[config.mk]
export PLATFORM = sky130hd
export DESIGN_NAME = qrs_front
export DESIGN_NICKNAME = d
export VERILOG_FILES = /design/src/hw/rtl/qrs_pkg.sv /design/src/hw/rtl/qrs_front.sv
export SDC_FILE = /design/constraint.sdc
export NUM_CORES = 2
export LEC_CHECK = 0
export BUFFER_PORTS_ARGS = -buffer_cell sky130_fd_sc_hd__buf_2
export CORE_MARGIN = 2
export CORE_UTILIZATION = 50
export CTS_BUF_LIST = sky130_fd_sc_hd__clkbuf_4 sky130_fd_sc_hd__clkbuf_8 sky130_fd_sc_hd__clkbuf_16
export CTS_CLUSTER_SIZE = 20
export DETAILED_ROUTE_END_ITERATION = 10
export PLACE_DENSITY = 0.64
export SYNTH_ARGS = -nofsm -noshare
export SYNTH_HDL_FRONTEND = slang
export SYNTH_SLANG_ARGS = --single-unit
[constraint.sdc]
create_clock -name clk_i -period 5 [get_ports clk_i]
set_clock_uncertainty 0.05 [all_clocks]
set_input_delay 0.5 -clock clk_i [delete_from_list [all_inputs] [get_ports clk_i]]
set_output_delay 0.5 -clock clk_i [all_outputs]
set_load 0.005 [all_outputs]
[src/hw/rtl/qrs_pkg.sv]
// qrs_pkg: widths, stage counts and shared types of the quadratic root solver.
// No dependencies; every other file in hw/rtl uses it by scoped name.
package qrs_pkg;

  localparam int COEF_WIDTH = 16;
  localparam int FRAC_BITS  = 16;
  localparam int OUT_WIDTH  = 33;

  localparam int DISC_WIDTH = 2 * COEF_WIDTH + 3;
  localparam int SQ_PAIRS   = COEF_WIDTH + 1;
  localparam int SQ_STEPS   = SQ_PAIRS + FRAC_BITS + 1;
  localparam int RAD_WIDTH  = 2 * SQ_PAIRS;
  localparam int ROOT_WIDTH = SQ_STEPS;
  localparam int REM_WIDTH  = ROOT_WIDTH + 2;
  localparam int MAG_WIDTH  = COEF_WIDTH + FRAC_BITS + 3;
  localparam int NUM_WIDTH  = MAG_WIDTH + 1;
  localparam int DEN_WIDTH  = COEF_WIDTH + 2;
  localparam int QUO_WIDTH  = MAG_WIDTH + 1;
  localparam int DIV_LAT    = MAG_WIDTH + 2;
  localparam int LATENCY    = 2 + SQ_STEPS + 1 + DIV_LAT + 1;

  localparam logic signed [QUO_WIDTH-1:0] OUT_MAX =
    QUO_WIDTH'((64'sd1 <<< (OUT_WIDTH - 1)) - 64'sd1);
  localparam logic signed [QUO_WIDTH-1:0] OUT_MIN =
    QUO_WIDTH'(-(64'sd1 <<< (OUT_WIDTH - 1)));

  typedef struct packed {
    logic                        has_roots;
    logic                        neg_a;
    logic [DEN_WIDTH-1:0]        den;
    logic signed [NUM_WIDTH-1:0] base;
  } side_t;

  typedef struct packed {
    logic has_roots;
    logic neg_a;
  } tag_t;

  function automatic logic signed [OUT_WIDTH-1:0] sat_out(
    input logic signed [QUO_WIDTH-1:0] v
  );
    logic signed [QUO_WIDTH-1:0] s;
    begin
      s = v;
      if (v > OUT_MAX) s = OUT_MAX;
      if (v < OUT_MIN) s = OUT_MIN;
      return s[OUT_WIDTH-1:0];
    end
  endfunction

endpackage

[src/hw/rtl/qrs_front.sv]
// qrs_front: products, discriminant and divider operands, two register stages.
// Depends on qrs_pkg.
module qrs_front (
  input  logic                                   clk_i,
  input  logic                                   rst_ni,
  input  logic                                   valid_i,
  input  logic signed [qrs_pkg::COEF_WIDTH-1:0]  coef_a_i,
  input  logic signed [qrs_pkg::COEF_WIDTH-1:0]  coef_b_i,
  input  logic signed [qrs_pkg::COEF_WIDTH-1:0]  coef_c_i,
  output logic                                   valid_o,
  output qrs_pkg::side_t                         side_o,
  output logic [qrs_pkg::RAD_WIDTH-1:0]          rad_o
);

  localparam int W = qrs_pkg::COEF_WIDTH;

  logic                    s1_valid_q;
  logic signed [2*W-1:0]   bb_d, bb_q, ac_d, ac_q;
  logic signed [W-1:0]     a_q, b_q;

  assign bb_d = coef_b_i * coef_b_i;
  assign ac_d = coef_a_i * coef_c_i;

  always_ff @(posedge clk_i or negedge rst_ni) begin
    if (!rst_ni) begin
      s1_valid_q <= 1'b0;
    end else begin
      s1_valid_q <= valid_i;
    end
  end

  always_ff @(posedge clk_i) begin
    bb_q <= bb_d;
    ac_q <= ac_d;
    a_q  <= coef_a_i;
    b_q  <= coef_b_i;
  end

  logic signed [qrs_pkg::DISC_WIDTH-1:0] disc;
  logic                                  neg;
  logic [W-1:0]                          mag_a;
  logic signed [W:0]                     b_ext, b_sel;
  qrs_pkg::side_t                        side_d, side_q;
  logic                                  valid_q;
  logic [qrs_pkg::RAD_WIDTH-1:0]         rad_q;

  always_comb begin
    disc  = qrs_pkg::DISC_WIDTH'(bb_q) - (qrs_pkg::DISC_WIDTH'(ac_q) <<< 2);
    neg   = a_q[W-1];
    mag_a = neg ? (-a_q) : a_q;
    b_ext = (W+1)'(b_q);
    b_sel = neg ? (-b_ext) : b_ext;
    side_d.has_roots = !disc[qrs_pkg::DISC_WIDTH-1] && (a_q != '0);
    side_d.neg_a     = neg;
    side_d.den       = {mag_a, 2'b00};
    side_d.base      = -(qrs_pkg::NUM_WIDTH'(b_sel) <<< (qrs_pkg::FRAC_BITS + 1))
                       + qrs_pkg::NUM_WIDTH'({mag_a, 1'b0});
  end

  always_ff @(posedge clk_i or negedge rst_ni) begin
    if (!rst_ni) begin
      valid_q <= 1'b0;
    end else begin
      valid_q <= s1_valid_q;
    end
  end

  always_ff @(posedge clk_i) begin
    side_q <= side_d;
    rad_q  <= disc[qrs_pkg::RAD_WIDTH-1:0];
  end

  assign valid_o = valid_q;
  assign side_o  = side_q;
  assign rad_o   = rad_q;

endmodule

# Yosys cells after proc, flatten, opt, wreduce, memory -nomap -nowiden
# Index checks and enable logic that the tools add are counted.
# Widths: inputs -> output; s select.
# totals
reg_bits,186
output_inout_bits,91
elab_cells,23
# classes
n_reduce_logical,3
n_mux,2
mul,2
n_addsub,5
# op_table
op,n
$mul 16x16->32,2
$add 36x17->36,1
$neg 36->36,1
$sub 32x34->35,1
$mux 17,1
$neg 16->17,1
$mux 16,1
$neg 16->16,1
$reduce_bool 16->1,1
$logic_and 1x1->1,1
$logic_not 1->1,1

# Longest topological paths before layout
# depth
ltp_word,4
mapped_depth,25
mapped_depth_nobuf,24

# Worst setup path before layout
# OpenSTA, ideal clock, no wires.
# synth_timing
path_type,input port to flip-flop
from,in coef_b_i[1] in the netlist's numbering
to,reg bb_q[31]
arrival_time_ns,6.342
required_ns,4.829
path_buffers,3
path_slack_ns,-1.512
setup_time_ns,0.121
stages,23
path_cell_list,clkbuf_1 clkbuf_1 nand2_1 fa_1 fa_1 fa_1 inv_1 fa_1 fa_1 inv_1 fa_1 inv_1 ha_1 clkbuf_1 a2111o_1 o211a_1 a311oi_1 o31ai_1 a2111oi_2 o21ai_0 a21oi_1 o21bai_1 xnor2_1
# synth_via
elab_chain_len,1
# synth_rtl
element,line_no,rtl
start: declaration,qrs_front.sv:8,"input logic signed [qrs_pkg::COEF_WIDTH-1:0] coef_b_i,"
$mul 16x16->32,qrs_front.sv:21,assign bb_d = coef_b_i * coef_b_i;
net bb_d[31],qrs_front.sv:18,"logic signed [2*W-1:0] bb_d, bb_q, ac_d, ac_q;"
end signal: assignment,qrs_front.sv:33,bb_q <= bb_d;
end: declaration,qrs_front.sv:18,
# The timed path passes the listed nets, and every way through them passes these cells.

# Worst setup path after layout
# layout_timing
from,in coef_b_i[7] in the netlist's numbering
to,reg bb_q[28]
# Same word-level chain as after synthesis.

==> impl_metrics.yaml <==
status:
  status: "complete, but fails checks"
  violations: "negative setup slack"
yosys:
  synth_area_um2: 25000
  synth_edf_count: 0
  synth_cell_type_count: 66
  yosysTopAreaCellShare: 0.398
  synth_adder_area_share: 0.502
  synth_xor_xnor_area_share: 0.0512
  synth_top_cell_by_area: "fa_1"
  synth-simple-area-share: 0.116
  avgSynthCellArea_um2: 9.35
  async_flop_share: 0.0121
  yosysWarnings: 0
  synth_area_leaders: "fa_1 (40%), dfxtp_1 (13%), ha_1 (10%)"
  muxShareOfSynthArea: 0.00120
  synth.yosys.seq_area_share: 0.133
  synth-compound-area-share: 0.0772
  synth_ff_type: "dfxtp_1"
  synth-seq-cells: 165
  synth_cells: 2672
  synth_top_family_by_area: "adder cells"
place:
  dp_slack_ns: -1.44
  hpwl_um: 48500
  dp_cells: 3749
  portBuffers: 137
  gp_congestion: 0.882
clock_tree:
  cts_root_buf: "clkbuf_16"
  htreeDepth: 4
  numCtsBuffers: 17
  clock_latency_ns: 0.45
  clockBufferDepth: 2
  cts_tree: "yes"
  cts.clk_slew.worst_paths_ns: 0.07
  clock_sink_count: 165
setup_path:
  arrival_ns: 6.03
  crit_type: "in2reg"
  critPathMaxFanout: 7
  required_ns: 5.28
  ff2ff_setup_slack_ns: 1.61
  reg2reg_depth: 12
  timing.rr.start: "bb_q[2]"
  startpoint_type: "primary input"
  crit_path_end_kind: "register"
  timing.rr.end: "side_o[55]"
sta:
  min_period_over_period: 1.15
  worst_slew_pin_slew_ns: 0.852
  grt_setup_unrepaired: "true"
  setup_viol_count_final: 33
  period_needed_ns: 5.75
  hold_viol: 0
  fin_ws_ns: -0.751
  slew_headroom: 0.432
  fmax_mhz: 174
  drv_slew: 0
  whs_ns: 0.105
floorplan:
  pin_count: 142
  core_area_um2: 49200
  dieArea_um2: 51700
  rows: 81
  chipWidth_um: 227
  die_y_um: 227
  start_util: 0.508
cells_and_area:
  regArea_um2: 3310
  fin_cells: 3830
  nFillCells: 4109
  multi_input_area_um2: 19600
  layout-drive-gt1-share: 0.254
  nNetsFinal: 3908
  syn_to_final_growth_pct: 25.3
route:
  wl_met2_um: 28600
  num_vias: 18924
  dr.pass1.iters: 4
  drc_errors: 0
  top_layer: "met4"
  vias_per_cell: 4.94
  wl_met1_um: 24400
  totalWireLength_um: 56100
  drt_iter0_drc: 851
  final_antenna_net_count: 0
  wl_per_cell_um: 14.7
  routed-wl-met3_um: 2150
global_route:
  antenna_found_initial: 1
  grt_pass1_vias: 20653
  grt_usage: 0.233
  grt_start_max_net_pins: 25
  gr-total-overflow: 0
  grt_pass1_wl_um: 96200
min_path:
  hold-path-endpoint: "s1_valid_q"
  hold_start: "valid_i"
  hp-class: "in2reg"
  whs_path_depth: 1
job:
  maxCapViolations: 0
[sequential cells by signal (all words and copies together) (netlist names)]
name / flops
b_q: 16
rad_o: 33
ac_q: 32
a_q: 16
s1_valid_q: 1
valid_o: 1
bb_q: 30
side_o: 36
[final cells by class]
| class | count | share of cell area |
|---|---|---|
| repair buffers | 546 | 0.140 |
| clock inverters | 13 | 0.00408 |
| inverters | 681 | 0.0819 |
| multi-input cells | 1742 | 0.628 |
| diodes | 1 | 0.0000800 |
| well taps | 664 | 0.0266 |
| clock buffers | 18 | 0.0138 |
| flip-flops and latches | 165 | 0.106 |
[cell usage in the layout, fill, tap and decap left out, types with 63 or more instances in the layout]
cell,count
nor2_1,81
fa_1,460
and2_1,136
ha_1,178
a21oi_1,63
dfxtp_1,163
buf_2,97
xnor2_1,108
buf_4,363
nand2_1,222
inv_1,650
[cell usage after synthesis (9+ instances only)]
master    count
nand4_1       9
nand2_1     233
buf_4        21
nand2b_1     14
nand3_1      16
a21oi_1      90
nor2_1       93
o21a_1       21
clkbuf_1     58
a211oi_1     16
o31ai_1      12
nor3_1       13
nor2b_1      13
inv_1       681
xnor2_1     111
dfxtp_1     163
o21ai_0      43
xor2_1       33
o21bai_1     19
and2_1      161
a21o_1       30
ha_1        207
fa_1        497
[critical path, cell delays in order]
cell      delay, ns
buf_4          0.12
buf_6          0.14
nand2_4        0.05
fa_1           0.57
inv_1          0.07
fa_1           0.55
fa_1           0.43
fa_1           0.47
fa_1           0.52
inv_1          0.05
fa_1           0.47
inv_1          0.05
ha_2           0.34
and4_4         0.24
and2_4         0.15
nand4_1        0.13
buf_4          0.18
o211ai_1       0.27
a21oi_2        0.12
a21oi_2        0.25
a21o_1         0.18
a21oi_2        0.06
xnor2_1        0.11
[metal layers]
layer	global-route usage	vias up
li1	-	8974
met1	0.306	9545
met2	0.414	343
met3	0.0292	62
met4	0.0502	0
met5	0	-
[worst max-delay path by stage]
stage	startpoint	end	slack [ns]	cells past startpoint
2_1_floorplan	coef_b_i[5]	bb_q[31]	-1.07	23
3_3_place_gp	coef_b_i[1]	bb_q[30]	-1.36	21
3_5_place_dp	coef_b_i[1]	bb_q[30]	-1.44	22
4_1_cts	coef_b_i[10]	bb_q[29]	-0.71	22
5_1_grt	coef_b_i[10]	bb_q[31]	-0.94	22
6_report	coef_b_i[7]	bb_q[28]	-0.75	23
[metrics by stage]
stage / TNS (ns) / utilization / cell area [um2]
2_1_floorplan: -17.32 / - / 25500
3_3_place_gp: -35.46 / 0.596 / 29300
3_5_place_dp: -37.84 / 0.596 / 29300
4_1_cts: -11.82 / 0.630 / 31000
5_1_grt: -18.87 / 0.636 / 31300
6_report: -13.23 / 0.636 / 31300
[repair_timing]
item,in CTS,in global routing
setup buffers,37,15
hold endpoints to repair,2,0
gates cloned,1,0
hold buffers,1,0
pin swaps,113,64
resized for setup,237,62
setup endpoints to repair,38,39
[logic make-up (layout without fill, tap and decap cells)]
kind of cell | Yosys count | in the layout
and+or+nand+nor | 594 | 594
DFF | 165 | 165
xor gates and xnor gates | 145 | 145
buffers and inverters | 768 | 1258
adders and majority gates | 704 | 704
AOI/OAI and AO/OA | 292 | 292
other | 1 | 5
muxes | 3 | 3
Power is not shown: default switching activity piles up to over one toggle a cycle in this logic, so the estimate is an artifact.
