File: src/hw/rtl/qrs_pkg.sv
// qrs_pkg: widths, stage counts and shared types of the quadratic root solver.
// No dependencies; every other file in hw/rtl uses it by scoped name.
package qrs_pkg;

  localparam int COEF_WIDTH = 16;
  localparam int FRAC_BITS  = 16;
  localparam int OUT_WIDTH  = 33;

  localparam int DISC_WIDTH = 2 * COEF_WIDTH + 3;
  localparam int SQ_PAIRS   = COEF_WIDTH + 1;
  localparam int SQ_STEPS   = SQ_PAIRS + FRAC_BITS + 1;
  localparam int RAD_WIDTH  = 2 * SQ_PAIRS;
  localparam int ROOT_WIDTH = SQ_STEPS;
  localparam int REM_WIDTH  = ROOT_WIDTH + 2;
  localparam int MAG_WIDTH  = COEF_WIDTH + FRAC_BITS + 3;
  localparam int NUM_WIDTH  = MAG_WIDTH + 1;
  localparam int DEN_WIDTH  = COEF_WIDTH + 2;
  localparam int QUO_WIDTH  = MAG_WIDTH + 1;
  localparam int DIV_LAT    = MAG_WIDTH + 2;
  localparam int LATENCY    = 2 + SQ_STEPS + 1 + DIV_LAT + 1;

  localparam logic signed [QUO_WIDTH-1:0] OUT_MAX =
    QUO_WIDTH'((64'sd1 <<< (OUT_WIDTH - 1)) - 64'sd1);
  localparam logic signed [QUO_WIDTH-1:0] OUT_MIN =
    QUO_WIDTH'(-(64'sd1 <<< (OUT_WIDTH - 1)));

  typedef struct packed {
    logic                        has_roots;
    logic                        neg_a;
    logic [DEN_WIDTH-1:0]        den;
    logic signed [NUM_WIDTH-1:0] base;
  } side_t;

  typedef struct packed {
    logic has_roots;
    logic neg_a;
  } tag_t;

  function automatic logic signed [OUT_WIDTH-1:0] sat_out(
    input logic signed [QUO_WIDTH-1:0] v
  );
    logic signed [QUO_WIDTH-1:0] s;
    begin
      s = v;
      if (v > OUT_MAX) s = OUT_MAX;
      if (v < OUT_MIN) s = OUT_MIN;
      return s[OUT_WIDTH-1:0];
    end
  endfunction

endpackage

File: src/hw/rtl/qrs_sqrt.sv
// qrs_sqrt: pipelined bitwise square root, one result bit per stage.
// Depends on qrs_pkg.
module qrs_sqrt (
  input  logic                            clk_i,
  input  logic                            rst_ni,
  input  logic                            valid_i,
  input  qrs_pkg::side_t                  side_i,
  input  logic [qrs_pkg::RAD_WIDTH-1:0]   rad_i,
  output logic                            valid_o,
  output qrs_pkg::side_t                  side_o,
  output logic [qrs_pkg::ROOT_WIDTH-1:0]  root_o,
  output logic                            exact_o
);

  localparam int N  = qrs_pkg::SQ_STEPS;
  localparam int RW = qrs_pkg::REM_WIDTH;
  localparam int TW = qrs_pkg::ROOT_WIDTH;
  localparam int DW = qrs_pkg::RAD_WIDTH;

  logic                 vld_s  [N+1];
  qrs_pkg::side_t       side_s [N+1];
  logic [DW-1:0]        rad_s  [N+1];
  logic [RW-1:0]        rem_s  [N+1];
  logic [TW-1:0]        root_s [N+1];

  assign vld_s[0]  = valid_i;
  assign side_s[0] = side_i;
  assign rad_s[0]  = rad_i;
  assign rem_s[0]  = '0;
  assign root_s[0] = '0;

  for (genvar i = 0; i < N; i++) begin : g_step
    logic [RW-1:0] ext, trial;
    logic          ge;

    assign ext   = {rem_s[i][RW-3:0], rad_s[i][DW-1 -: 2]};
    assign trial = {root_s[i], 2'b01};
    assign ge    = (ext >= trial);

    always_ff @(posedge clk_i or negedge rst_ni) begin
      if (!rst_ni) begin
        vld_s[i+1] <= 1'b0;
      end else begin
        vld_s[i+1] <= vld_s[i];
      end
    end

    always_ff @(posedge clk_i) begin
      side_s[i+1] <= side_s[i];
      rad_s[i+1]  <= {rad_s[i][DW-3:0], 2'b00};
      rem_s[i+1]  <= ge ? (ext - trial) : ext;
      root_s[i+1] <= {root_s[i][TW-2:0], ge};
    end
  end

  assign valid_o = vld_s[N];
  assign side_o  = side_s[N];
  assign root_o  = root_s[N];
  assign exact_o = (rem_s[N] == '0);

endmodule

File: config.mk
export PLATFORM = sky130hd
export DESIGN_NAME = qrs_sqrt
export DESIGN_NICKNAME = d
export VERILOG_FILES = /design/src/hw/rtl/qrs_pkg.sv /design/src/hw/rtl/qrs_sqrt.sv
export SDC_FILE = /design/constraint.sdc
export NUM_CORES = 2
export LEC_CHECK = 0
export BUFFER_PORTS_ARGS = -buffer_cell sky130_fd_sc_hd__clkbuf_2
export CORE_ASPECT_RATIO = 0.5
export CORE_MARGIN = 2
export CORE_UTILIZATION = 59
export CTS_CLUSTER_SIZE = 25
export DETAILED_ROUTE_END_ITERATION = 16
export GPL_ROUTABILITY_DRIVEN = 0
export PLACE_DENSITY = 0.76
export REMOVE_ABC_BUFFERS = 1
export SLEW_MARGIN = 25
export SYNTH_ARGS = -nofsm -noshare
export SYNTH_HDL_FRONTEND = slang
export SYNTH_SLANG_ARGS = --single-unit
File: constraint.sdc
create_clock -name clk_i -period 10.7 [get_ports clk_i]
set_clock_uncertainty 0.2 [all_clocks]
set_input_delay 1.07 -clock clk_i [delete_from_list [all_inputs] [get_ports clk_i]]
set_output_delay 1.07 -clock clk_i [all_outputs]
set_load 0.03 [all_outputs]
======== Yosys cells after proc, flatten, opt, wreduce, memory -nomap -nowiden ========
Cells that the tools add are included.
word-level totals
  output and inout bits ................... 92
  flip-flop bits (word level) ............. 3932
operators by class
  order comparisons ....................... 34
  multiplexer cells ....................... 34
  reductions and logical operators ........ 1
  $add $sub $neg .......................... 34
operators with widths
  cell                                          count
  two-way mux 34 bit                            32
  greater-or-equal comparator 36 x 10 -> 1 bit  1
  greater-or-equal comparator 36 x 11 -> 1 bit  1
  greater-or-equal comparator 36 x 12 -> 1 bit  1
  greater-or-equal comparator 36 x 13 -> 1 bit  1
  greater-or-equal comparator 36 x 14 -> 1 bit  1
  greater-or-equal comparator 36 x 15 -> 1 bit  1
  greater-or-equal comparator 36 x 16 -> 1 bit  1
  greater-or-equal comparator 36 x 17 -> 1 bit  1
  greater-or-equal comparator 36 x 18 -> 1 bit  1
  greater-or-equal comparator 36 x 19 -> 1 bit  1
  greater-or-equal comparator 36 x 20 -> 1 bit  1
  greater-or-equal comparator 36 x 21 -> 1 bit  1
  greater-or-equal comparator 36 x 22 -> 1 bit  1
  greater-or-equal comparator 36 x 23 -> 1 bit  1
  greater-or-equal comparator 36 x 24 -> 1 bit  1
  greater-or-equal comparator 36 x 25 -> 1 bit  1
  greater-or-equal comparator 36 x 26 -> 1 bit  1
  greater-or-equal comparator 36 x 27 -> 1 bit  1
  greater-or-equal comparator 36 x 28 -> 1 bit  1
  greater-or-equal comparator 36 x 29 -> 1 bit  1
  greater-or-equal comparator 36 x 3 -> 1 bit   1
  greater-or-equal comparator 36 x 30 -> 1 bit  1
  greater-or-equal comparator 36 x 31 -> 1 bit  1
  other kinds (48)                              48

======== Logic depth before layout (Yosys ltp) ========
  depth in word-level cells ............... 2
  gate-level depth with buffers ........... 16

======== Least setup slack after synthesis ========
No wires, ideal clock.
  path type ............................... reg2reg
  start point ............................. reg rem_s, in the netlist g_step[21].ext[2]
  end point ............................... reg rem_s, in the netlist g_step[22].ext[22]
  data arrival time ....................... 3456 ps
  cell stages (with the launch flop) ...... 12
  path buffers ............................ 1
  clock period less this slack ............ 3776 ps
  slack ................................... 6924 ps
  library setup time ...................... 121 ps
  cells stage by stage .................... dfxtp_1 -> ha_1 -> fa_1 -> a211oi_1 -> o21ai_0 -> a32oi_1 -> a2bb2oi_1 -> a41oi_1 -> a211oi_1 -> nor4_2 -> buf_2 -> mux2_2
on the way
  cells in the longest elaborated chain, start to end .. 2
  elaborated cells on any way between the ends .. 3
  classes of those cells .................. add/sub (1); order compare (1); mux (1)
ends and longest elaborated chain
  what                                                                                          line                            text
  start: declaration                                                                            qrs_sqrt.sv:23                  logic [RW-1:0] rem_s [N+1];
  start signal: indexed assignment                                                              qrs_sqrt.sv:51                  rem_s[i+1] <= ge ? (ext - trial) : ext;
  subtractor 34 x 23 -> 34 bit or greater-or-equal comparator 36 x 23 -> 1 bit (tied branches)  qrs_sqrt.sv:51, qrs_sqrt.sv:38
  two-way mux 34 bit *                                                                          qrs_sqrt.sv:51
Mark *: on every way between the ends. The rest lies on a longest branch, timed or not.
A chain may end at the register's enable or synchronous reset.

======== Worst setup path after layout ========
  start point ............................. reg rem_s, in the netlist g_step[22].ext[2]
  end point ............................... reg rem_s, in the netlist g_step[23].ext[33]
on the way
  cells in the longest elaborated chain, start to end .. 2
  elaborated cells on any way between the ends .. 3
  classes of those cells .................. add/sub (1); order compare (1); mux (1)
ends and longest elaborated chain
  what                                                                                          line
  subtractor 34 x 24 -> 34 bit or greater-or-equal comparator 36 x 24 -> 1 bit (tied branches)  qrs_sqrt.sv:51, qrs_sqrt.sv:38
  two-way mux 34 bit *                                                                          qrs_sqrt.sv:51
Marked as above.

==> impl_metrics.toml <==
[sta]
setup_violations = 0
max_freq_ghz = 0.185
finalCritPeriodShare = 0.505
fin_crit_ns = 5.41
tns_ns = 0
slew_violations = 0
grt_setup_unrepaired = "false"
worst_slew_pin_slew_ns = 0.969
relSlewSlack = 0.348
hold_viol = 0

[yosys]
synth-compound-area-share = 0.0990
synthAdderAreaFrac = 0.0639
synthCells = 10823
postSynthAreaPerCell_um2 = 11.3
ys_ff_latch = 3895
ys_async_sr_fraction = 0.00873
yosysUniqueCellTypes = 105
yosysSeqAreaShare = 0.638
synth_flop_cell = "dfxtp_1"
synthSimpleGateAreaFrac = 0.0965
synth-xor-area-share = 0.0619
synth_area_um2 = 123000
yosys_warnings = 0
synth_mux_area_frac = 0.00719
synth_edf_count = 0
synth_top_family_by_area = "compound AO/OA/AOI/OAI gates"

[critical_path]
slowest_stage = "clkinv_1"
worst-endpoint-arrival_ns = 5.90
crit_chain = "ha_1, fa_1, a21o_1, a21oi_1, o21ai_0, a31oi_1, o21ai_0, a311oi_1, nor2_1, nor2b_1, clkinv_1, nand3_1, nor3_1, xor2_1"
path_max_fanout = 35
rr_worst_depth = 14
startpoint_type = "register"
worstSetupPathType = "reg2reg"
slowest_delay_ns = 0.94
crit_path_frequent_cell = "o21ai_0"
required_ns = 11.20
end_kind = "register"

[floorplanning]
die_w_um = 649
die_h_um = 326
io_pins = 185
rows = 118
start_util = 0.593
die_area_um2 = 212000
core_area_um2 = 207000

[grt]
grt_pass1_vias = 71672
grt_max_degree = 65
track_usage = 0.179
grt_pass1_wl_um = 323000
grt.overflow.total = 0
antenna_found_initial = 0

[clocking]
clock_latency_ns = 0.86
cts_buffer_depth = 4
post-cts-setup-buffers = 0
cts_hold_buf = 0
htree_levels = 5
cts_root_buf = "clkbuf_16"
numCtsBuffers = 320
cts.clk_slew.worst_paths_ns = 0.07
cts-resized-gates = 0
clock_sinks = 3895
cts_tree = "built"

[placed_design]
port_buffers = 184
dp.cells = 13564
dp_hpwl_um = 133000

[route]
wirelength_um = 192000
ant_nets = 0
dr.pass1.iters = 6
drc = 0
num_vias = 71759
viasPerCell = 5.08
wire_per_inst_um = 13.6
dr.first_iter.drc_count = 3562

[power]
p_leak_nw = 63.4
intPower_mw = 25.2
p_per_area_nw_per_um2 = 246
p_switching_mw = 8.50
combPwrFrac = 0.125
power_mw = 33.7
power.share.sequential = 0.518
ir_drop_v = 0.000148
swShare = 0.252
pwr-share-clk = 0.358

[cells_and_area]
area_delta_synth_final_pct = 11.8
final_cells = 14133
ff_latch_area_um2 = 78100
n_antenna_cell = 0
fin_nets = 11836
n_fill_cell = 15245
multiInputGateArea_um2 = 40300
layout_commonest_cell = "dfxtp_1"
layout-drive-gt1-share = 0.0782
layout_common_cells = "3861 x dfxtp_1, 796 x inv_1, 767 x nand2_1"
utilization = 0.663

[status]
outcome = "completed"

[worst_hold_path]
min_path_cells = 0
min_path_type = "reg2reg"

[flow_run]
maxCapViolations = 0
-- power groups by stage --
stage / clock (mW) / combinational [mW] / sequential [mW]
final: 12.0 / 4.20 / 17.4
after global placement: 0 / 4.04 / 17.7
after detailed placement: 0 / 4.17 / 17.7
after CTS: 12.4 / 4.20 / 17.4
after global routing: 13.0 / 4.75 / 17.6
after floorplan: 0 / 3.33 / 17.4
-- final timing paths --
kind / start / end / slack, ns
max reg2reg: g_step[22].ext[2]$_SDFF_PP0_ / g_step[23].ext[33]$_DFF_P_ / 5.29
min reg2reg: side_s[1282]$_DFF_P_ / side_s[1226]$_DFF_P_ / 0.07
max: g_step[22].ext[2]$_SDFF_PP0_ / g_step[23].ext[33]$_DFF_P_ / 5.29
min in group asynchronous: rst_ni / vld_s[33]$_DFF_PN0_ / 0.11
max in group asynchronous: rst_ni / vld_s[12]$_DFF_PN0_ / 9.59
min: side_s[1282]$_DFF_P_ / side_s[1226]$_DFF_P_ / 0.07
-- logic make-up (layout without fill, tap and decap cells) --
logic type      Yosys count  after routing
xor+xnor                866            866
fa+ha+maj               616            616
buf+inv                1027           1577
simple gates           2399           2399
flops                  3895           3895
compound gates         1940           1940
mux                      79             79
other cells               1              1
-- layer usage --
metal	GRT usage	wire [µm]	vias up
li1	-	-	37068
met1	0.196	79700	32829
met2	0.338	97200	1307
met3	0.0285	6760	555
met4	0.0819	8170	0
met5	0	0	-
-- state kept, by name, summed over array words and instances (netlist names) --
signal        cells
rem_s            35
g_step.trial    561
side_s         1848
side_o           56
vld_s            33
root_o           34
valid_o           1
rad_s           240
g_step.ext     1087
-- Yosys cell counts (66+ instances only) --
library cell	instances	area, µm²
nor2b_1	75	469
a21o_1	227	1700
nand3_1	129	646
dfxtp_1	3861	77300
clkbuf_1	132	495
or3_1	85	532
a21oi_1	481	2410
o21a_1	106	796
inv_1	796	2990
nand2_1	767	2880
nor3_1	228	1140
mux2_2	72	811
nand4_1	68	425
nand2b_1	101	632
o21ai_0	612	3060
o21bai_1	66	495
ha_1	599	7490
xnor2_1	402	3520
xor2_1	464	4060
o31ai_1	79	593
nor4_1	125	782
nor2_1	493	1850
-- through the flow --
step | hold slack (ns) | instance area, µm² | setup slack (ns)
floorplan | 0.110 | 121000 | 4.52
global placement | 0.110 | 126000 | 5.54
detailed placement | 0.112 | 126000 | 5.44
CTS | 0.0171 | 137000 | 5.38
global route | 0.0349 | 137000 | 4.89
finish | 0.0735 | 137000 | 5.29
-- area by class of cell --
cell class	instances	area share
clock buffers	442	0.0661
inverters	800	0.0219
well taps	2760	0.0252
clock inverters	126	0.0142
multi-input cells	5901	0.294
flip-flops and latches	3895	0.570
repair buffers	209	0.00809
-- critical path: cells and delay by family (launching register included) --
kind,cells,cell delay [ns]
flip-flops,1,0.36
XOR/XNOR,1,0.15
adder cells (fa/ha/maj),2,0.66
buffers and inverters,1,0.94
AO/OA/AOI/OAI,6,1.71
AND/OR/NAND/NOR,4,1.24
No activity file was read; power rests on OpenSTA's default activity.
