<file path="src/hw/rtl/qrs_pkg.sv">
// qrs_pkg: widths, stage counts and shared types of the quadratic root solver.
// No dependencies; every other file in hw/rtl uses it by scoped name.
package qrs_pkg;

  localparam int COEF_WIDTH = 16;
  localparam int FRAC_BITS  = 16;
  localparam int OUT_WIDTH  = 33;

  localparam int DISC_WIDTH = 2 * COEF_WIDTH + 3;
  localparam int SQ_PAIRS   = COEF_WIDTH + 1;
  localparam int SQ_STEPS   = SQ_PAIRS + FRAC_BITS + 1;
  localparam int RAD_WIDTH  = 2 * SQ_PAIRS;
  localparam int ROOT_WIDTH = SQ_STEPS;
  localparam int REM_WIDTH  = ROOT_WIDTH + 2;
  localparam int MAG_WIDTH  = COEF_WIDTH + FRAC_BITS + 3;
  localparam int NUM_WIDTH  = MAG_WIDTH + 1;
  localparam int DEN_WIDTH  = COEF_WIDTH + 2;
  localparam int QUO_WIDTH  = MAG_WIDTH + 1;
  localparam int DIV_LAT    = MAG_WIDTH + 2;
  localparam int LATENCY    = 2 + SQ_STEPS + 1 + DIV_LAT + 1;

  localparam logic signed [QUO_WIDTH-1:0] OUT_MAX =
    QUO_WIDTH'((64'sd1 <<< (OUT_WIDTH - 1)) - 64'sd1);
  localparam logic signed [QUO_WIDTH-1:0] OUT_MIN =
    QUO_WIDTH'(-(64'sd1 <<< (OUT_WIDTH - 1)));

  typedef struct packed {
    logic                        has_roots;
    logic                        neg_a;
    logic [DEN_WIDTH-1:0]        den;
    logic signed [NUM_WIDTH-1:0] base;
  } side_t;

  typedef struct packed {
    logic has_roots;
    logic neg_a;
  } tag_t;

  function automatic logic signed [OUT_WIDTH-1:0] sat_out(
    input logic signed [QUO_WIDTH-1:0] v
  );
    logic signed [QUO_WIDTH-1:0] s;
    begin
      s = v;
      if (v > OUT_MAX) s = OUT_MAX;
      if (v < OUT_MIN) s = OUT_MIN;
      return s[OUT_WIDTH-1:0];
    end
  endfunction

endpackage

</file>
<file path="src/hw/rtl/qrs_div.sv">
// qrs_div: pipelined restoring floor division by a positive divisor.
// Depends on qrs_pkg.
module qrs_div (
  input  logic                                  clk_i,
  input  logic signed [qrs_pkg::NUM_WIDTH-1:0]  num_i,
  input  logic [qrs_pkg::DEN_WIDTH-1:0]         den_i,
  output logic signed [qrs_pkg::QUO_WIDTH-1:0]  quo_o
);

  localparam int M  = qrs_pkg::MAG_WIDTH;
  localparam int DN = qrs_pkg::DEN_WIDTH;

  logic          neg_q;
  logic [M-1:0]  mag_q;
  logic [DN-1:0] den_q;
  logic signed [qrs_pkg::NUM_WIDTH-1:0] abs_n;

  assign abs_n = num_i[qrs_pkg::NUM_WIDTH-1] ? (-num_i) : num_i;

  always_ff @(posedge clk_i) begin
    neg_q <= num_i[qrs_pkg::NUM_WIDTH-1];
    mag_q <= abs_n[M-1:0];
    den_q <= den_i;
  end

  logic          ng_s [M+1];
  logic [M-1:0]  nq_s [M+1];
  logic [DN-1:0] rm_s [M+1];
  logic [DN-1:0] dn_s [M+1];

  assign ng_s[0] = neg_q;
  assign nq_s[0] = mag_q;
  assign rm_s[0] = '0;
  assign dn_s[0] = den_q;

  for (genvar k = 0; k < M; k++) begin : g_bit
    logic [DN:0] sh, diff;
    logic        ge;

    assign sh   = {rm_s[k], nq_s[k][M-1]};
    assign diff = sh - {1'b0, dn_s[k]};
    assign ge   = (sh >= {1'b0, dn_s[k]});

    always_ff @(posedge clk_i) begin
      ng_s[k+1] <= ng_s[k];
      dn_s[k+1] <= dn_s[k];
      rm_s[k+1] <= ge ? diff[DN-1:0] : sh[DN-1:0];
      nq_s[k+1] <= {nq_s[k][M-2:0], ge};
    end
  end

  logic signed [qrs_pkg::QUO_WIDTH-1:0] quo_d, quo_q;

  assign quo_d = ng_s[M] ? ((~{1'b0, nq_s[M]}) + qrs_pkg::QUO_WIDTH'(rm_s[M] == '0))
                         : {1'b0, nq_s[M]};

  always_ff @(posedge clk_i) begin
    quo_q <= quo_d;
  end

  assign quo_o = quo_q;

endmodule
</file>
<file path="config.mk">
export PLATFORM = sky130hd
export DESIGN_NAME = qrs_div
export DESIGN_NICKNAME = d
export VERILOG_FILES = /design/src/hw/rtl/qrs_pkg.sv /design/src/hw/rtl/qrs_div.sv
export SDC_FILE = /design/constraint.sdc
export NUM_CORES = 2
export LEC_CHECK = 0
export BUFFER_PORTS_ARGS = -buffer_cell sky130_fd_sc_hd__buf_4
export CORE_ASPECT_RATIO = 0.75
export CORE_MARGIN = 4
export CORE_UTILIZATION = 62
export CTS_CLUSTER_SIZE = 14
export DETAILED_ROUTE_END_ITERATION = 8
export PLACE_DENSITY = 0.86
export SYNTH_ARGS = -nofsm -noshare
export SYNTH_HDL_FRONTEND = slang
export SYNTH_SLANG_ARGS = --single-unit
</file>
<file path="constraint.sdc">
create_clock -name clk_i -period 4.1 [get_ports clk_i]
set_input_delay 0.205 -clock clk_i [delete_from_list [all_inputs] [get_ports clk_i]]
set_output_delay 0.205 -clock clk_i [all_outputs]
set_load 0.02 [all_outputs]
</file>
; ---- Word level (Yosys, flattened, before mapping)
; Cells that the tools add are included.
[classes]
bitwise_logic = 1
n_mux = 37
magnitude_cmp = 35
n_addsub = 37
reduce_logical = 1
[op_table]
columns = operator, count
row1 = $ge A19 B18 Y1, 34
row2 = $mux W18, 34
row3 = $sub A18 B18 Y18, 34
row4 = $mux W35, 2
row5 = $add A36 B1 Y36, 1
row6 = $not A35 Y36, 1
row7 = $neg A35 Y35, 1
row8 = $ge A1 B18 Y1, 1
row9 = $logic_not A18 Y1, 1
row10 = $sub A1 B18 Y18, 1
row11 = $mux W1, 1
[word_totals]
ff_bits = 2592
output_inout_bits = 36
in_bits = 55
word_cells = 256

; ---- Logic depth before layout (Yosys ltp)
[depth]
depth_word = 3
depth_mapped = 13
depth_no_buf = 12

; ---- Worst setup path after synthesis
; Ideal clock, no wire load.
[synth_path]
path_type = reg-to-reg
start = register dn_s[438] in the netlist's numbering
end = register rm_s, in the netlist g_bit[12].sh[17]
stages_incl_launch_ff = 10
arrival_ns = 2.743
synth_period_minus_slack_ns = 2.864
path_buffers = 1
t_required_ns = 3.979
setup_slack_ns = 1.236
setup_ns = 0.121
cell_sequence = dfxtp_1 inv_1 ha_1 a2111oi_0 a211o_1 o211a_1 o211ai_1 a211oi_4 buf_2 mux2_2
[synth_via]
elab_chain_len = 2
elab_cells_between_ends = 3
classes_between = 1 x add/sub / 1 x order compare / 1 x mux
[synth_lines]
columns = item, line
row1 = from (decl), qrs_div.sv:29  ; logic [DN-1:0] dn_s [M+1];
row2 = "from (signal, indexed assignment)", qrs_div.sv:46  ; dn_s[k+1] <= dn_s[k];
row3 = $sub A18 B18 Y18 / $ge A19 B18 Y1 (equally long branches), "qrs_div.sv:41, qrs_div.sv:42"
row4 = $mux W18 (*), qrs_div.sv:47  ; rm_s[k+1] <= ge ? diff[DN-1:0] : sh[DN-1:0];
row5 = "to (signal, indexed assignment)", qrs_div.sv:47
row6 = to (decl), qrs_div.sv:28  ; logic [DN-1:0] rm_s [M+1];
; Mark *: on every way between the ends. The rest lies on a longest branch, timed or not.
; A chain may end at the register's enable or synchronous reset.

; ---- Final worst setup path
[layout_path]
start = register dn_s[308] in the netlist's numbering
end = register rm_s, in the netlist g_bit[19].sh[2]
[layout_via]
elab_chain_len = 2
[layout_lines]
columns = item, line
row1 = $ge A19 B18 Y1, qrs_div.sv:42  ; assign ge = (sh >= {1'b0, dn_s[k]});
row2 = $mux W18, qrs_div.sv:47
; No other way between the ends.

==> flow_metrics.env <==
export IMPL_drt_iter0_markers=4691
export IMPL_criticalPathCategory="reg2reg"
export IMPL_min_path_cells=2
export IMPL_wire_per_inst_um=18.6
export IMPL_nets=9151
export IMPL_start_util_pct=62.4
export IMPL_synth_compound_area_share_pct=12.0
export IMPL_grt_usage_pct=25.0
export IMPL_yosysSeqAreaShare_pct=57.2
export IMPL_hp_start="num_i[35]"
export IMPL_route_detailed_drc=0
export IMPL_utilization_pct=70.0
export IMPL_area_growth_pct=12.1
export IMPL_fmax_mhz=273
export IMPL_route_met2_wl_mm=87.4
export IMPL_crit_path_start_kind="register"
export IMPL_hold_viol_final=0
export IMPL_grt_pass1_vias=58900
export IMPL_min_to="neg_q$_DFF_P_"
export IMPL_cp_max_fo=18
export IMPL_synth_simple_area_share_pct=6.80
export IMPL_antenna_found_initial=3
export IMPL_vias=58500
export IMPL_synth_flop_cell="dfxtp_1"
export IMPL_globalplace_congestion=0.904
export IMPL_layout_common_cells="dfxtp_1, inv_1, ha_1, a21oi_1, nand2_1"
export IMPL_cts_clk_slew_worst_paths_ns=0.06
export IMPL_synth_xor_area_share_pct=5.31
export IMPL_ir_worst_vdd_mv=0.566
export IMPL_io_pins=91
export IMPL_syn_area_um2=90700
export IMPL_worstRegToRegCells=10
export IMPL_wl_met1_mm=88.7
export IMPL_drv_cap=0
export IMPL_top_layer="met5"
export IMPL_hp_class="in2reg"
export IMPL_maxSlewHeadroom_pct=19.9
export IMPL_cp_required_ns=4.85
export IMPL_synthMuxAreaShare_pct=5.83
export IMPL_die_x_um=450
export IMPL_seqCellArea_um2=51900
export IMPL_multi_input_area_um2=35600
export IMPL_ys_ff_latch=2592
export IMPL_cts_repair_resized=0
export IMPL_avgSynthCellArea_um2=11.2
export IMPL_rows=121
export IMPL_drt_wl_total_mm=195
export IMPL_fill_cells=9732
export IMPL_die_h_um=339
export IMPL_fin_skew_ns=0.0611
export IMPL_clk_latency_ns=0.87
export IMPL_grt_pass1_wl_mm=312
export IMPL_synth_fa_ha_area_share_pct=9.27
export IMPL_synthCells=8081
export IMPL_fin_crit_sh_pct=89.2
export IMPL_min_period_ns=3.66
export IMPL_cts_sinks=2592
export IMPL_slew_violations=0
export IMPL_grt_overflow=0
export IMPL_finalSetupViolations=0
export IMPL_rrSetupSlack_ns=0.44
export IMPL_wl_met3_mm=12.8
export IMPL_p_per_area_nw_per_um2=776
export IMPL_place_hpwl_mm=135
export IMPL_first_pass_iters=6
export IMPL_r2r_start="dn_s[308]$_DFF_P_"
export IMPL_finalPower_w=0.0789
export IMPL_cts_buffers=222
export IMPL_synth_edf_count=0
export IMPL_portBuffers=90
export IMPL_cts_root_buffer="clkbuf_16"
export IMPL_clockBufferDepth=3
export IMPL_final_antenna_net_count=0
export IMPL_rsz0062_at_grt="false"
export IMPL_synth_cell_types=91
export IMPL_outcome="finished, final reports clean"
export IMPL_tightest_slew_ns=1.20
export IMPL_leakagePower_nw=45.8
export IMPL_r2r_end="g_bit[19].sh[2]$_DFF_P_"
export IMPL_grt_max_degree=39
export IMPL_diodes=0
export IMPL_drive_above_1_share_pct=9.73
export IMPL_cp_end_kind="register"
export IMPL_yosys_warnings=0
export IMPL_tritoncts="done"
export IMPL_final_common_cell="dfxtp_1"
export IMPL_dieArea_um2=153000
export IMPL_crit_arrival_ns=4.41
export IMPL_core_region_area_um2=145000
export IMPL_final_setup_tns_ns=0
export IMPL_syn_num_nets=8788
export IMPL_htree_levels=4
export IMPL_async_reset_ff_share_pct=0
export IMPL_synth_top_family_by_area="compound AO/OA/AOI/OAI gates"
export IMPL_viasPerCell=5.59
## layer usage
layer / vias to the layer above / global-route usage [%]
met1: 27600 / 34.6
met2: 2037 / 39.9
li1: 28400 / -
met4: 6 / 7.90
met3: 423 / 4.52
met5: - / 0
## worst max-delay path, cell delays in order, from the launching register on
cell	delay, ns
dfxtp_1	0.34
inv_1	0.06
ha_1	0.44
o21ai_0	0.19
a21oi_1	0.38
o31ai_1	0.19
a21oi_1	0.26
o21ai_0	0.25
a32oi_1	0.68
buf_4	0.38
mux2_2	0.39
## worst max path at each step
stage                                  from                  endpoint
after CTS                 dn_s[235]$_DFF_P_   g_bit[23].sh[8]$_DFF_P_
after detailed placement  dn_s[522]$_DFF_P_   g_bit[7].sh[17]$_DFF_P_
final                     dn_s[308]$_DFF_P_   g_bit[19].sh[2]$_DFF_P_
after global placement     dn_s[91]$_DFF_P_   g_bit[31].sh[2]$_DFF_P_
after global routing      dn_s[308]$_DFF_P_  g_bit[19].sh[13]$_DFF_P_
after floorplan           dn_s[438]$_DFF_P_  g_bit[12].sh[17]$_DFF_P_
## final cells by class
| type | instances | area share [%] |
|---|---|---|
| inverters | 765 | 2.82 |
| clock inverters | 61 | 0.836 |
| well taps | 1906 | 2.34 |
| multi-input cells | 4631 | 35.0 |
| flip-flops and latches | 2592 | 51.0 |
| clock buffers | 289 | 6.06 |
| repair buffers | 232 | 1.97 |
## where the power goes
part / internal [W] / switching (W)
clock network: 0.0111 / 0.00908
registers: 0.0303 / 0.00282
logic: 0.0119 / 0.0138
total: 0.0533 / 0.0257
## synth_stat cells (18+ instances only)
| master | instances | share of area, % |
|---|---|---|
| o31ai_1 | 50 | 0.41 |
| nor3_1 | 75 | 0.41 |
| xor2_1 | 187 | 1.8 |
| nor2_1 | 249 | 1.0 |
| o31a_1 | 21 | 0.20 |
| nor4_1 | 28 | 0.19 |
| nand2_1 | 468 | 1.9 |
| o21a_1 | 85 | 0.70 |
| inv_1 | 765 | 3.2 |
| a311oi_1 | 38 | 0.37 |
| xnor2_1 | 363 | 3.5 |
| o21bai_1 | 29 | 0.24 |
| o211ai_1 | 32 | 0.26 |
| mux2_1 | 103 | 1.3 |
| a211o_1 | 31 | 0.30 |
| a211oi_1 | 64 | 0.53 |
| mux2i_1 | 45 | 0.50 |
| nand2b_1 | 91 | 0.63 |
| nor2b_1 | 82 | 0.57 |
| o21ai_1 | 31 | 0.17 |
| mux2_2 | 316 | 3.9 |
| ha_1 | 618 | 8.5 |
| fa_1 | 34 | 0.75 |
| o21ai_0 | 381 | 2.1 |
| a21oi_1 | 506 | 2.8 |
| a21o_1 | 150 | 1.2 |
| and2_1 | 18 | 0.12 |
| dfxtp_1 | 2592 | 57 |
| a31oi_1 | 48 | 0.33 |
| nand3_1 | 72 | 0.40 |
| nand4_1 | 58 | 0.40 |
| clkbuf_1 | 63 | 0.26 |
| and3_1 | 76 | 0.52 |
| a31o_2 | 19 | 0.18 |
## flip-flops by register name (all words and copies together), names as in the netlist
register and flops:
dn_s 612, ng_s 35, nq_s 1191, mag_q 35
den_q 18, quo_o 36, neg_q 1, g_bit.sh 646
rm_s 18
## kinds of logic after synthesis
kind of cell / Yosys count
muxes: 472
AOI/OAI and AO/OA: 1676
xor gates and xnor gates: 550
adders and majority gates: 652
buffers and inverters: 858
DFF: 2592
and+or+nand+nor: 1281
## repair_timing
| action | 4_1_cts | 5_1_grt |
|---|---|---|
| setup endpoints to repair | 0 | 0 |
| hold buffers | 107 | 0 |
| endpoints found under the hold margin | 54 | 0 |
| setup buffers | 0 | 0 |
## metrics by stage
step	worst slack (ns)	instance area (µm²)	instances	hold WS, ns
floorplan	1.24	90700	8081	0.233
global placement	0.876	93700	10000	0.310
detailed placement	0.808	93700	10000	0.310
CTS	0.598	102000	10500	0.190
global route	0.287	102000	10500	0.240
finish	0.442	102000	10500	0.265
Power figures use the tool's default switching activity.
